[src/rtl/s256h_pkg.sv]
// Shared types, constants and round functions of the SHA-256 byte stream hasher.
package s256h_pkg;

   typedef logic [31:0] word_type;
   typedef logic [7:0][31:0] hash_arr_type;

   typedef struct packed {
      logic [7:0] byte_value;
      logic       byte_present;
      logic       end_of_message;
   } req_type;

   typedef struct packed {
      logic [31:0] digest_word;
      logic [2:0]  word_index;
      logic        last_word;
   } rsp_type;

   typedef struct packed {
      logic       we;
      logic [3:0] addr;
      logic [3:0] be;
      word_type   wdata;
   } mem_wr_type;

   typedef struct packed {
      logic load_work;
      logic do_round;
      logic add_hash;
      logic reset_hash;
   } core_ctl_type;

   localparam hash_arr_type HASH_IV = {
      32'h5be0cd19, 32'h1f83d9ab, 32'h9b05688c, 32'h510e527f,
      32'ha54ff53a, 32'h3c6ef372, 32'hbb67ae85, 32'h6a09e667
   };

   localparam word_type PAD_MARK = 32'h8000_0000;

   function automatic word_type rotr(input word_type x, input int n);
      rotr = (x >> n) | (x << (32 - n));
   endfunction

   function automatic word_type big_sigma0(input word_type x);
      big_sigma0 = rotr(x, 2) ^ rotr(x, 13) ^ rotr(x, 22);
   endfunction

   function automatic word_type big_sigma1(input word_type x);
      big_sigma1 = rotr(x, 6) ^ rotr(x, 11) ^ rotr(x, 25);
   endfunction

   function automatic word_type small_sigma0(input word_type x);
      small_sigma0 = rotr(x, 7) ^ rotr(x, 18) ^ (x >> 3);
   endfunction

   function automatic word_type small_sigma1(input word_type x);
      small_sigma1 = rotr(x, 17) ^ rotr(x, 19) ^ (x >> 10);
   endfunction

   function automatic word_type round_k(input logic [5:0] t);
      case (t)
         6'd0:  round_k = 32'h428a2f98;  6'd1:  round_k = 32'h71374491;
         6'd2:  round_k = 32'hb5c0fbcf;  6'd3:  round_k = 32'he9b5dba5;
         6'd4:  round_k = 32'h3956c25b;  6'd5:  round_k = 32'h59f111f1;
         6'd6:  round_k = 32'h923f82a4;  6'd7:  round_k = 32'hab1c5ed5;
         6'd8:  round_k = 32'hd807aa98;  6'd9:  round_k = 32'h12835b01;
         6'd10: round_k = 32'h243185be;  6'd11: round_k = 32'h550c7dc3;
         6'd12: round_k = 32'h72be5d74;  6'd13: round_k = 32'h80deb1fe;
         6'd14: round_k = 32'h9bdc06a7;  6'd15: round_k = 32'hc19bf174;
         6'd16: round_k = 32'he49b69c1;  6'd17: round_k = 32'hefbe4786;
         6'd18: round_k = 32'h0fc19dc6;  6'd19: round_k = 32'h240ca1cc;
         6'd20: round_k = 32'h2de92c6f;  6'd21: round_k = 32'h4a7484aa;
         6'd22: round_k = 32'h5cb0a9dc;  6'd23: round_k = 32'h76f988da;
         6'd24: round_k = 32'h983e5152;  6'd25: round_k = 32'ha831c66d;
         6'd26: round_k = 32'hb00327c8;  6'd27: round_k = 32'hbf597fc7;
         6'd28: round_k = 32'hc6e00bf3;  6'd29: round_k = 32'hd5a79147;
         6'd30: round_k = 32'h06ca6351;  6'd31: round_k = 32'h14292967;
         6'd32: round_k = 32'h27b70a85;  6'd33: round_k = 32'h2e1b2138;
         6'd34: round_k = 32'h4d2c6dfc;  6'd35: round_k = 32'h53380d13;
         6'd36: round_k = 32'h650a7354;  6'd37: round_k = 32'h766a0abb;
         6'd38: round_k = 32'h81c2c92e;  6'd39: round_k = 32'h92722c85;
         6'd40: round_k = 32'ha2bfe8a1;  6'd41: round_k = 32'ha81a664b;
         6'd42: round_k = 32'hc24b8b70;  6'd43: round_k = 32'hc76c51a3;
         6'd44: round_k = 32'hd192e819;  6'd45: round_k = 32'hd6990624;
         6'd46: round_k = 32'hf40e3585;  6'd47: round_k = 32'h106aa070;
         6'd48: round_k = 32'h19a4c116;  6'd49: round_k = 32'h1e376c08;
         6'd50: round_k = 32'h2748774c;  6'd51: round_k = 32'h34b0bcb5;
         6'd52: round_k = 32'h391c0cb3;  6'd53: round_k = 32'h4ed8aa4a;
         6'd54: round_k = 32'h5b9cca4f;  6'd55: round_k = 32'h682e6ff3;
         6'd56: round_k = 32'h748f82ee;  6'd57: round_k = 32'h78a5636f;
         6'd58: round_k = 32'h84c87814;  6'd59: round_k = 32'h8cc70208;
         6'd60: round_k = 32'h90befffa;  6'd61: round_k = 32'ha4506ceb;
         6'd62: round_k = 32'hbef9a3f7;  6'd63: round_k = 32'hc67178f2;
         default: round_k = 32'h0;
      endcase
   endfunction

endpackage

[src/rtl/s256h_block_ram.sv]
// Message block buffer: 16 words with byte-lane writes and a registered read.
module s256h_block_ram (
   input  logic                   clock,
   input  s256h_pkg::mem_wr_type  wr,
   input  logic [3:0]             raddr,
   output s256h_pkg::word_type    rdata
);
   import s256h_pkg::*;

   word_type block_mem [16];
   word_type rd_data_ff;

   always_ff @(posedge clock) begin
      if (wr.we) begin
         for (int lane = 0; lane < 4; lane++) begin
            if (wr.be[lane]) begin
               block_mem[wr.addr][lane*8 +: 8] <= wr.wdata[lane*8 +: 8];
            end
         end
      end
      rd_data_ff <= block_mem[raddr];
   end

   assign rdata = rd_data_ff;

endmodule

[src/rtl/s256h_core.sv]
// Compression datapath: hash words, working variables, rolling schedule, one round per cycle.
module s256h_core (
   input  logic                    clock,
   input  logic                    reset,
   input  s256h_pkg::core_ctl_type ctl,
   input  logic [5:0]              round_index,
   input  s256h_pkg::word_type     block_word,
   input  logic [2:0]              out_index,
   output s256h_pkg::word_type     digest_word
);
   import s256h_pkg::*;

   hash_arr_type hash_ff;
   hash_arr_type work_ff;
   word_type     sched_ff [16];
   word_type     w_in;
   word_type     t1;
   word_type     t2;

   always_comb begin
      if (round_index[5:4] == 2'b00) begin
         w_in = block_word;
      end else begin
         w_in = small_sigma1(sched_ff[14]) + sched_ff[9] + small_sigma0(sched_ff[1])
              + sched_ff[0];
      end
      t1 = work_ff[7] + big_sigma1(work_ff[4])
         + ((work_ff[4] & work_ff[5]) ^ (~work_ff[4] & work_ff[6]))
         + round_k(round_index) + w_in;
      t2 = big_sigma0(work_ff[0])
         + ((work_ff[0] & work_ff[1]) ^ (work_ff[0] & work_ff[2])
            ^ (work_ff[1] & work_ff[2]));
   end

   always_ff @(posedge clock) begin
      if (reset) begin
         hash_ff <= HASH_IV;
      end else if (ctl.reset_hash) begin
         hash_ff <= HASH_IV;
      end else if (ctl.add_hash) begin
         for (int j = 0; j < 8; j++) begin
            hash_ff[j] <= hash_ff[j] + work_ff[j];
         end
      end
   end

   always_ff @(posedge clock) begin
      if (ctl.load_work) begin
         work_ff <= hash_ff;
      end else if (ctl.do_round) begin
         work_ff[7] <= work_ff[6];
         work_ff[6] <= work_ff[5];
         work_ff[5] <= work_ff[4];
         work_ff[4] <= work_ff[3] + t1;
         work_ff[3] <= work_ff[2];
         work_ff[2] <= work_ff[1];
         work_ff[1] <= work_ff[0];
         work_ff[0] <= t1 + t2;
      end
      if (ctl.do_round) begin
         for (int j = 0; j < 15; j++) begin
            sched_ff[j] <= sched_ff[j+1];
         end
         sched_ff[15] <= w_in;
      end
   end

   assign digest_word = hash_ff[out_index];

endmodule

[src/rtl/sha256_byte_stream_hasher.sv]
// Top level of the SHA-256 byte stream hasher: sequencer, bit count and result channel.
//
// Requests arrive on req_valid/req_ready with req_data holding one optional message
// byte and an end-of-message flag. Digests leave on rsp_valid/rsp_ready as eight
// 32-bit words, H0 first, word_index 0 to 7, last_word set on the eighth.
// A byte that does not complete a 64-byte block is written to the block buffer.
// The byte that completes a block starts a compression: a prime state for the
// block buffer read, 64 rounds at one round per cycle, then an update state that
// folds the result into the hash words. End of message writes the padding one
// buffer word per cycle, runs one or two compressions, then presents the eight
// digest words, one per accepted response.
// The block holds one request at a time: req_ready is high only when idle.
// A stalled receiver holds the current digest word and blocks new requests.
// Reset (synchronous, active high) loads the initial hash values, clears the bit
// count and returns to idle; the block buffer is not cleared.
module sha256_byte_stream_hasher (
   input  logic               clock,
   input  logic               reset,
   input  logic               req_valid,
   output logic               req_ready,
   input  s256h_pkg::req_type req_data,
   output logic               rsp_valid,
   input  logic               rsp_ready,
   output s256h_pkg::rsp_type rsp_data
);
   import s256h_pkg::*;

   localparam logic [2:0] ST_IDLE     = 3'd0;
   localparam logic [2:0] ST_PRIME    = 3'd1;
   localparam logic [2:0] ST_ROUND    = 3'd2;
   localparam logic [2:0] ST_UPDATE   = 3'd3;
   localparam logic [2:0] ST_PADSTART = 3'd4;
   localparam logic [2:0] ST_PADZERO  = 3'd5;
   localparam logic [2:0] ST_OUT      = 3'd6;

   localparam logic [1:0] AFT_IDLE     = 2'd0;
   localparam logic [1:0] AFT_PADSTART = 2'd1;
   localparam logic [1:0] AFT_PADTAIL  = 2'd2;
   localparam logic [1:0] AFT_OUT      = 2'd3;

   logic [2:0]   state_ff, state_in;
   logic [1:0]   after_ff, after_in;
   logic [63:0]  count_ff, count_in;
   logic [5:0]   round_ff, round_in;
   logic [4:0]   pad_addr_ff, pad_addr_in;
   logic         two_ff, two_in;
   logic [2:0]   out_idx_ff, out_idx_in;
   logic [5:0]   pos;
   mem_wr_type   mem_wr;
   logic [3:0]   raddr;
   word_type     rdata;
   core_ctl_type ctl;
   word_type     digest;

   assign pos = count_ff[8:3];

   always_comb begin
      state_in    = state_ff;
      after_in    = after_ff;
      count_in    = count_ff;
      round_in    = round_ff;
      pad_addr_in = pad_addr_ff;
      two_in      = two_ff;
      out_idx_in  = out_idx_ff;
      mem_wr      = '0;
      raddr       = '0;
      ctl         = '0;
      case (state_ff)
         ST_IDLE: begin
            if (req_valid) begin
               if (req_data.byte_present) begin
                  mem_wr.we    = 1'b1;
                  mem_wr.addr  = pos[5:2];
                  mem_wr.be    = 4'b1000 >> pos[1:0];
                  mem_wr.wdata = {4{req_data.byte_value}};
                  count_in     = count_ff + 64'd8;
                  if (pos == 6'd63) begin
                     state_in = ST_PRIME;
                     after_in = req_data.end_of_message ? AFT_PADSTART : AFT_IDLE;
                  end else if (req_data.end_of_message) begin
                     state_in = ST_PADSTART;
                  end
               end else if (req_data.end_of_message) begin
                  state_in = ST_PADSTART;
               end
            end
         end
         ST_PRIME: begin
            ctl.load_work = 1'b1;
            round_in      = '0;
            state_in      = ST_ROUND;
         end
         ST_ROUND: begin
            ctl.do_round = 1'b1;
            raddr        = round_ff[3:0] + 4'd1;
            round_in     = round_ff + 6'd1;
            if (round_ff == 6'd63) begin
               state_in = ST_UPDATE;
            end
         end
         ST_UPDATE: begin
            ctl.add_hash = 1'b1;
            case (after_ff)
               AFT_IDLE:     state_in = ST_IDLE;
               AFT_PADSTART: state_in = ST_PADSTART;
               AFT_PADTAIL: begin
                  two_in      = 1'b0;
                  pad_addr_in = '0;
                  state_in    = ST_PADZERO;
               end
               AFT_OUT: begin
                  out_idx_in = '0;
                  state_in   = ST_OUT;
               end
               default: state_in = ST_IDLE;
            endcase
         end
         ST_PADSTART: begin
            mem_wr.we    = 1'b1;
            mem_wr.addr  = pos[5:2];
            mem_wr.be    = 4'b1111 >> pos[1:0];
            mem_wr.wdata = PAD_MARK >> {pos[1:0], 3'b000};
            pad_addr_in  = {1'b0, pos[5:2]} + 5'd1;
            two_in       = (pos[5:3] == 3'b111);
            state_in     = ST_PADZERO;
         end
         ST_PADZERO: begin
            if (pad_addr_ff[4]) begin
               state_in = ST_PRIME;
               after_in = two_ff ? AFT_PADTAIL : AFT_OUT;
            end else begin
               mem_wr.we   = 1'b1;
               mem_wr.addr = pad_addr_ff[3:0];
               mem_wr.be   = 4'b1111;
               if (two_ff) begin
                  mem_wr.wdata = '0;
               end else if (pad_addr_ff[3:0] == 4'd14) begin
                  mem_wr.wdata = count_ff[63:32];
               end else if (pad_addr_ff[3:0] == 4'd15) begin
                  mem_wr.wdata = count_ff[31:0];
               end else begin
                  mem_wr.wdata = '0;
               end
               pad_addr_in = pad_addr_ff + 5'd1;
            end
         end
         ST_OUT: begin
            if (rsp_ready) begin
               out_idx_in = out_idx_ff + 3'd1;
               if (out_idx_ff == 3'd7) begin
                  ctl.reset_hash = 1'b1;
                  count_in       = '0;
                  state_in       = ST_IDLE;
               end
            end
         end
         default: state_in = ST_IDLE;
      endcase
   end

   always_ff @(posedge clock) begin
      if (reset) begin
         state_ff    <= ST_IDLE;
         after_ff    <= AFT_IDLE;
         count_ff    <= '0;
         round_ff    <= '0;
         pad_addr_ff <= '0;
         two_ff      <= 1'b0;
         out_idx_ff  <= '0;
      end else begin
         state_ff    <= state_in;
         after_ff    <= after_in;
         count_ff    <= count_in;
         round_ff    <= round_in;
         pad_addr_ff <= pad_addr_in;
         two_ff      <= two_in;
         out_idx_ff  <= out_idx_in;
      end
   end

   s256h_block_ram u_block_ram (
      .clock (clock),
      .wr    (mem_wr),
      .raddr (raddr),
      .rdata (rdata)
   );

   s256h_core u_core (
      .clock       (clock),
      .reset       (reset),
      .ctl         (ctl),
      .round_index (round_ff),
      .block_word  (rdata),
      .out_index   (out_idx_ff),
      .digest_word (digest)
   );

   assign req_ready            = (state_ff == ST_IDLE);
   assign rsp_valid            = (state_ff == ST_OUT);
   assign rsp_data.digest_word = digest;
   assign rsp_data.word_index  = out_idx_ff;
   assign rsp_data.last_word   = (out_idx_ff == 3'd7);

   a_ready_excl: assert property (@(posedge clock) disable iff (reset)
      !(req_ready && rsp_valid))
      else $error("request and response channels open together");

   a_last_idx: assert property (@(posedge clock) disable iff (reset)
      rsp_valid && rsp_data.last_word |-> rsp_data.word_index == 3'd7)
      else $error("last word flagged at wrong index");

   a_back_idle: assert property (@(posedge clock) disable iff (reset)
      rsp_valid && rsp_ready && rsp_data.last_word |=> req_ready && count_ff == 64'd0)
      else $error("not idle with cleared count after digest");

   a_round_seq: assert property (@(posedge clock) disable iff (reset)
      state_ff == ST_PRIME |=> state_ff == ST_ROUND && round_ff == 6'd0)
      else $error("compression did not start at round zero");

endmodule
[config.mk]
export PLATFORM = sky130hd
export DESIGN_NAME = sha256_byte_stream_hasher
export DESIGN_NICKNAME = d
export VERILOG_FILES = /design/src/rtl/s256h_pkg.sv /design/src/rtl/s256h_block_ram.sv /design/src/rtl/s256h_core.sv /design/src/rtl/sha256_byte_stream_hasher.sv
export SDC_FILE = /design/constraint.sdc
export NUM_CORES = 2
export LEC_CHECK = 0
export BUFFER_PORTS_ARGS = -buffer_cell sky130_fd_sc_hd__buf_4
export CAP_MARGIN = 15
export CORE_ASPECT_RATIO = 1.5
export CORE_UTILIZATION = 30
export DETAILED_ROUTE_END_ITERATION = 10
export HOLD_SLACK_MARGIN = 0.06
export MAX_ROUTING_LAYER = met4
export PLACE_DENSITY = 0.56
export RECOVER_POWER = 100
export SKIP_CTS_REPAIR_TIMING = 1
export SLEW_MARGIN = 20
export SYNTH_ARGS = -nofsm -noshare
export SYNTH_HDL_FRONTEND = slang
export SYNTH_SLANG_ARGS = --single-unit
[constraint.sdc]
create_clock -name clock -period 21.6 [get_ports clock]
set_clock_uncertainty 0.05 [all_clocks]
set_input_delay 4.32 -clock clock [delete_from_list [all_inputs] [get_ports clock]]
set_output_delay 4.32 -clock clock [all_outputs]
set_load 0.02 [all_outputs]
==> flow_summary_export.csv <==
group,metric,value,unit
timing,rsz0062_at_grt,"no",
clock_tree,clock_sinks,1681,
placed_design,place.gp.congestion,0.9595,
critical_path,max_stage_delay,5580,ps
global_routing,grt_first_pass_wirelength,424.2,mm
detailed_routing,drt_pre_antenna_iters,7,
timing,period_needed,15690,ps
global_routing,grt_pass1_vias,63400,
worst_hold_path,hold_path.class,"flip-flop to flip-flop",
clock_tree,clkLatencyLatePin,870,ps
detailed_routing,highest_layer,"met4",
synthesis,synth_nets,8848,
cells_and_area,layout_common_cells,"1280 x edfxtp_1, 1263 x nand2_1, 547 x a21oi_1",
floorplanning,die_h,675.4,um
critical_path,cp.arrival,16340,ps
timing,drv_slew,1879,
synthesis,ys_ff_latch,1681,
cells_and_area,seqCellArea,46470,um2
global_routing,antenna_found_initial,6,
synthesis,synth-seq-area-share,0.5124,
cells_and_area,multi_input_area,41270,um2
critical_path,critPathSlowestCell,"clkbuf_1",
timing,worst_pin_slew,9367,ps
detailed_routing,avgViaCountPerCell,5.221,
synthesis,netlist_instances,8241,
global_routing,grt_usage,0.1910,
cells_and_area,n_fill_cell,29870,
clock_tree,clk_pin_slew,70,ps
detailed_routing,route.detailed.drc,0,
cells_and_area,final_nets,8765,
timing,setup_violations,0,
placed_design,place_hpwl,207.8,mm
global_routing,grt.overflow.total,0,
clock_tree,cts_tree,"done",
clock_tree,clockRootBuffer,"clkbuf_16",
critical_path,worstSetupStartpointType,"input pin",
detailed_routing,wl_met1,110.7,mm
critical_path,worstSetupEndpointType,"flip-flop",
timing,setup_tns,0,ps
critical_path,crit_path_frequent_cell,"clkbuf_1",
cells_and_area,syn_to_final_growth,11.11,%
critical_path,criticalPathCategory,"input pin to flip-flop",
synthesis,ys_types,98,
timing,fin_crit_sh,0.7262,
synthesis,ys.flop_type,"edfxtp_1",
clock_tree,cts_buffers,170,
run,max_cap_viol_count,38,
synthesis,ys_async_sr_fraction,0,
status,violations,"max-capacitance violations, max-slew violations",
critical_path,path_cells,"clkbuf_1 -> a31oi_4 -> clkbuf_1 -> nand2_1 -> nor4_1 -> a311oi_1",
clock_tree,clk_path_buf_depth,4,
detailed_routing,wl_per_cell,23.52,um
synthesis,synth-edff-count,1280,
timing,max_freq,63.75,MHz
critical_path,crit_fanout,109,
floorplanning,die_w,450.9,um
detailed_routing,totalWireLength,288.4,mm
cells_and_area,drive_gt1_frac,0.06596,
floorplanning,coreArea,300100,um2
floorplanning,pin_count,52,
detailed_routing,ant_nets,0,
floorplanning,dieArea,304500,um2
detailed_routing,drtIter0Drc,5465,
clock_tree,htree_levels,4,
critical_path,cp_data_required_time,22250,ps
timing,relSlewSlack,-5.245,
cells_and_area,final_common_cell,"edfxtp_1",
floorplanning,start_util,0.3022,
detailed_routing,met3WireLength,14.10,mm
synthesis,yosys_warnings,0,
synthesis,syn_area,90690,um2
placed_design,io_buffers,51,
detailed_routing,wl_met2,144.0,mm
timing,hold_viol,0,
synthesis,avgSynthCellArea,11.00,um2
detailed_routing,via_count,64026,
floorplanning,row_count,246,
global_routing,grt_max_degree,190,
status,outcome,"complete, but fails checks",
[worst max-delay path: cells and delay by family]
family / cells / cell delay [ps]
AOI/OAI and AO/OA: 2 / 670
and+or+nand+nor: 2 / 4520
buffers and inverters: 2 / 6570
[area by class of cell]
class | instances | share of cell area
antenna | 1 | 0.00002484
clock buffer | 226 | 0.04744
clock inverter | 81 | 0.007873
inverter | 372 | 0.01395
multi-input combinational | 5763 | 0.4096
sequential | 1681 | 0.4612
tap | 3968 | 0.04927
timing repair buffer | 170 | 0.01064
[kinds of logic after synthesis]
group / count (synthesis) / synth area share
flops: 1681 / 0.5124
fa+ha+maj: 611 / 0.09994
mux: 323 / 0.04967
xor+xnor: 596 / 0.05756
compound gates: 1889 / 0.1339
buf+inv: 797 / 0.03324
simple gates: 2344 / 0.1133
[sequential cells by signal, indices dropped and copies added (netlist names), named ones only]
register,cells
after_ff,2
count_ff,61
out_idx_ff,3
pad_addr_ff,5
round_ff,6
state_ff,3
two_ff,1
u_block_ram.block_mem,512
u_block_ram.rdata,32
u_core.hash_ff,256
u_core.sched_ff,512
u_core.work_ff,256
[final timing paths]
| path | start | endpoint | slack (ps) | cells past startpoint |
|---|---|---|---|---|
| setup / recovery | reset | u_core.hash_ff[158] | 5910 | 6 |
| hold / removal | u_core.sched_ff[1][101] | u_core.sched_ff[1][69] | 340 | 0 |
| setup reg to reg | state_ff[0] | u_core.work_ff[128] | 5970 | 7 |
| hold reg to reg | u_core.sched_ff[1][101] | u_core.sched_ff[1][69] | 340 | 0 |
[cells in the mapped netlist (all sizes together), types with 12 or more instances]
cell type  count  area share
edfxtp      1280        0.42
o31a          13      0.0013
xnor2        407       0.039
a21o         198       0.016
nor4          16      0.0011
o21bai        43      0.0036
a311oi        39      0.0038
maj3          18      0.0020
nor2b        122      0.0085
o21ai        383       0.021
nand2b        61      0.0042
nor2         425       0.018
inv          371       0.015
a21oi        549       0.030
nand4         30      0.0021
or3           56      0.0039
and3          47      0.0032
mux2          36      0.0045
a211o         12      0.0012
o221ai        15      0.0015
clkbuf       365       0.015
o211ai       107      0.0089
mux4          98       0.024
dfxtp        401       0.089
o21a          58      0.0048
o311ai        16      0.0015
buf           60      0.0027
nand3        131      0.0073
ha           398       0.055
nor3          95      0.0052
nand2       1266       0.052
a22oi         35      0.0029
mux2i        189       0.021
or2           26      0.0018
fa           195       0.043
a31oi         79      0.0055
a211oi       151       0.013
a2111oi       21      0.0023
xor2         189       0.018
and2          26      0.0018
o31ai         37      0.0031
a21boi        12      0.0010
o22ai         19      0.0013
[metal layers]
layer,up-vias,track usage
met2,2145,0.3274
met1,31671,0.2168
met5,-,-
met4,0,0.1072
li1,29560,-
met3,650,0.02107
[metrics by stage]
| stage | std cells | hold slack [ps] | util | setup slack (ps) | instance area [um2] |
|---|---|---|---|---|---|
| finish | 12262 | 342.0 | 0.3358 | 5915 | 100800 |
| global route | 12262 | 347.8 | 0.3358 | 4888 | 100800 |
| CTS | 12261 | 332.3 | 0.3370 | 10240 | 101100 |
| detailed placement | 11954 | 354.5 | 0.3185 | 10360 | 95570 |
| global placement | 11953 | 350.5 | 0.3183 | 10340 | 95520 |
| floorplan | 8241 | 350.3 | - | 8841 | 90690 |
Power is left out: the tool's default activity adds up to more than one toggle a clock period on the data nets, which glitch-free logic cannot reach.
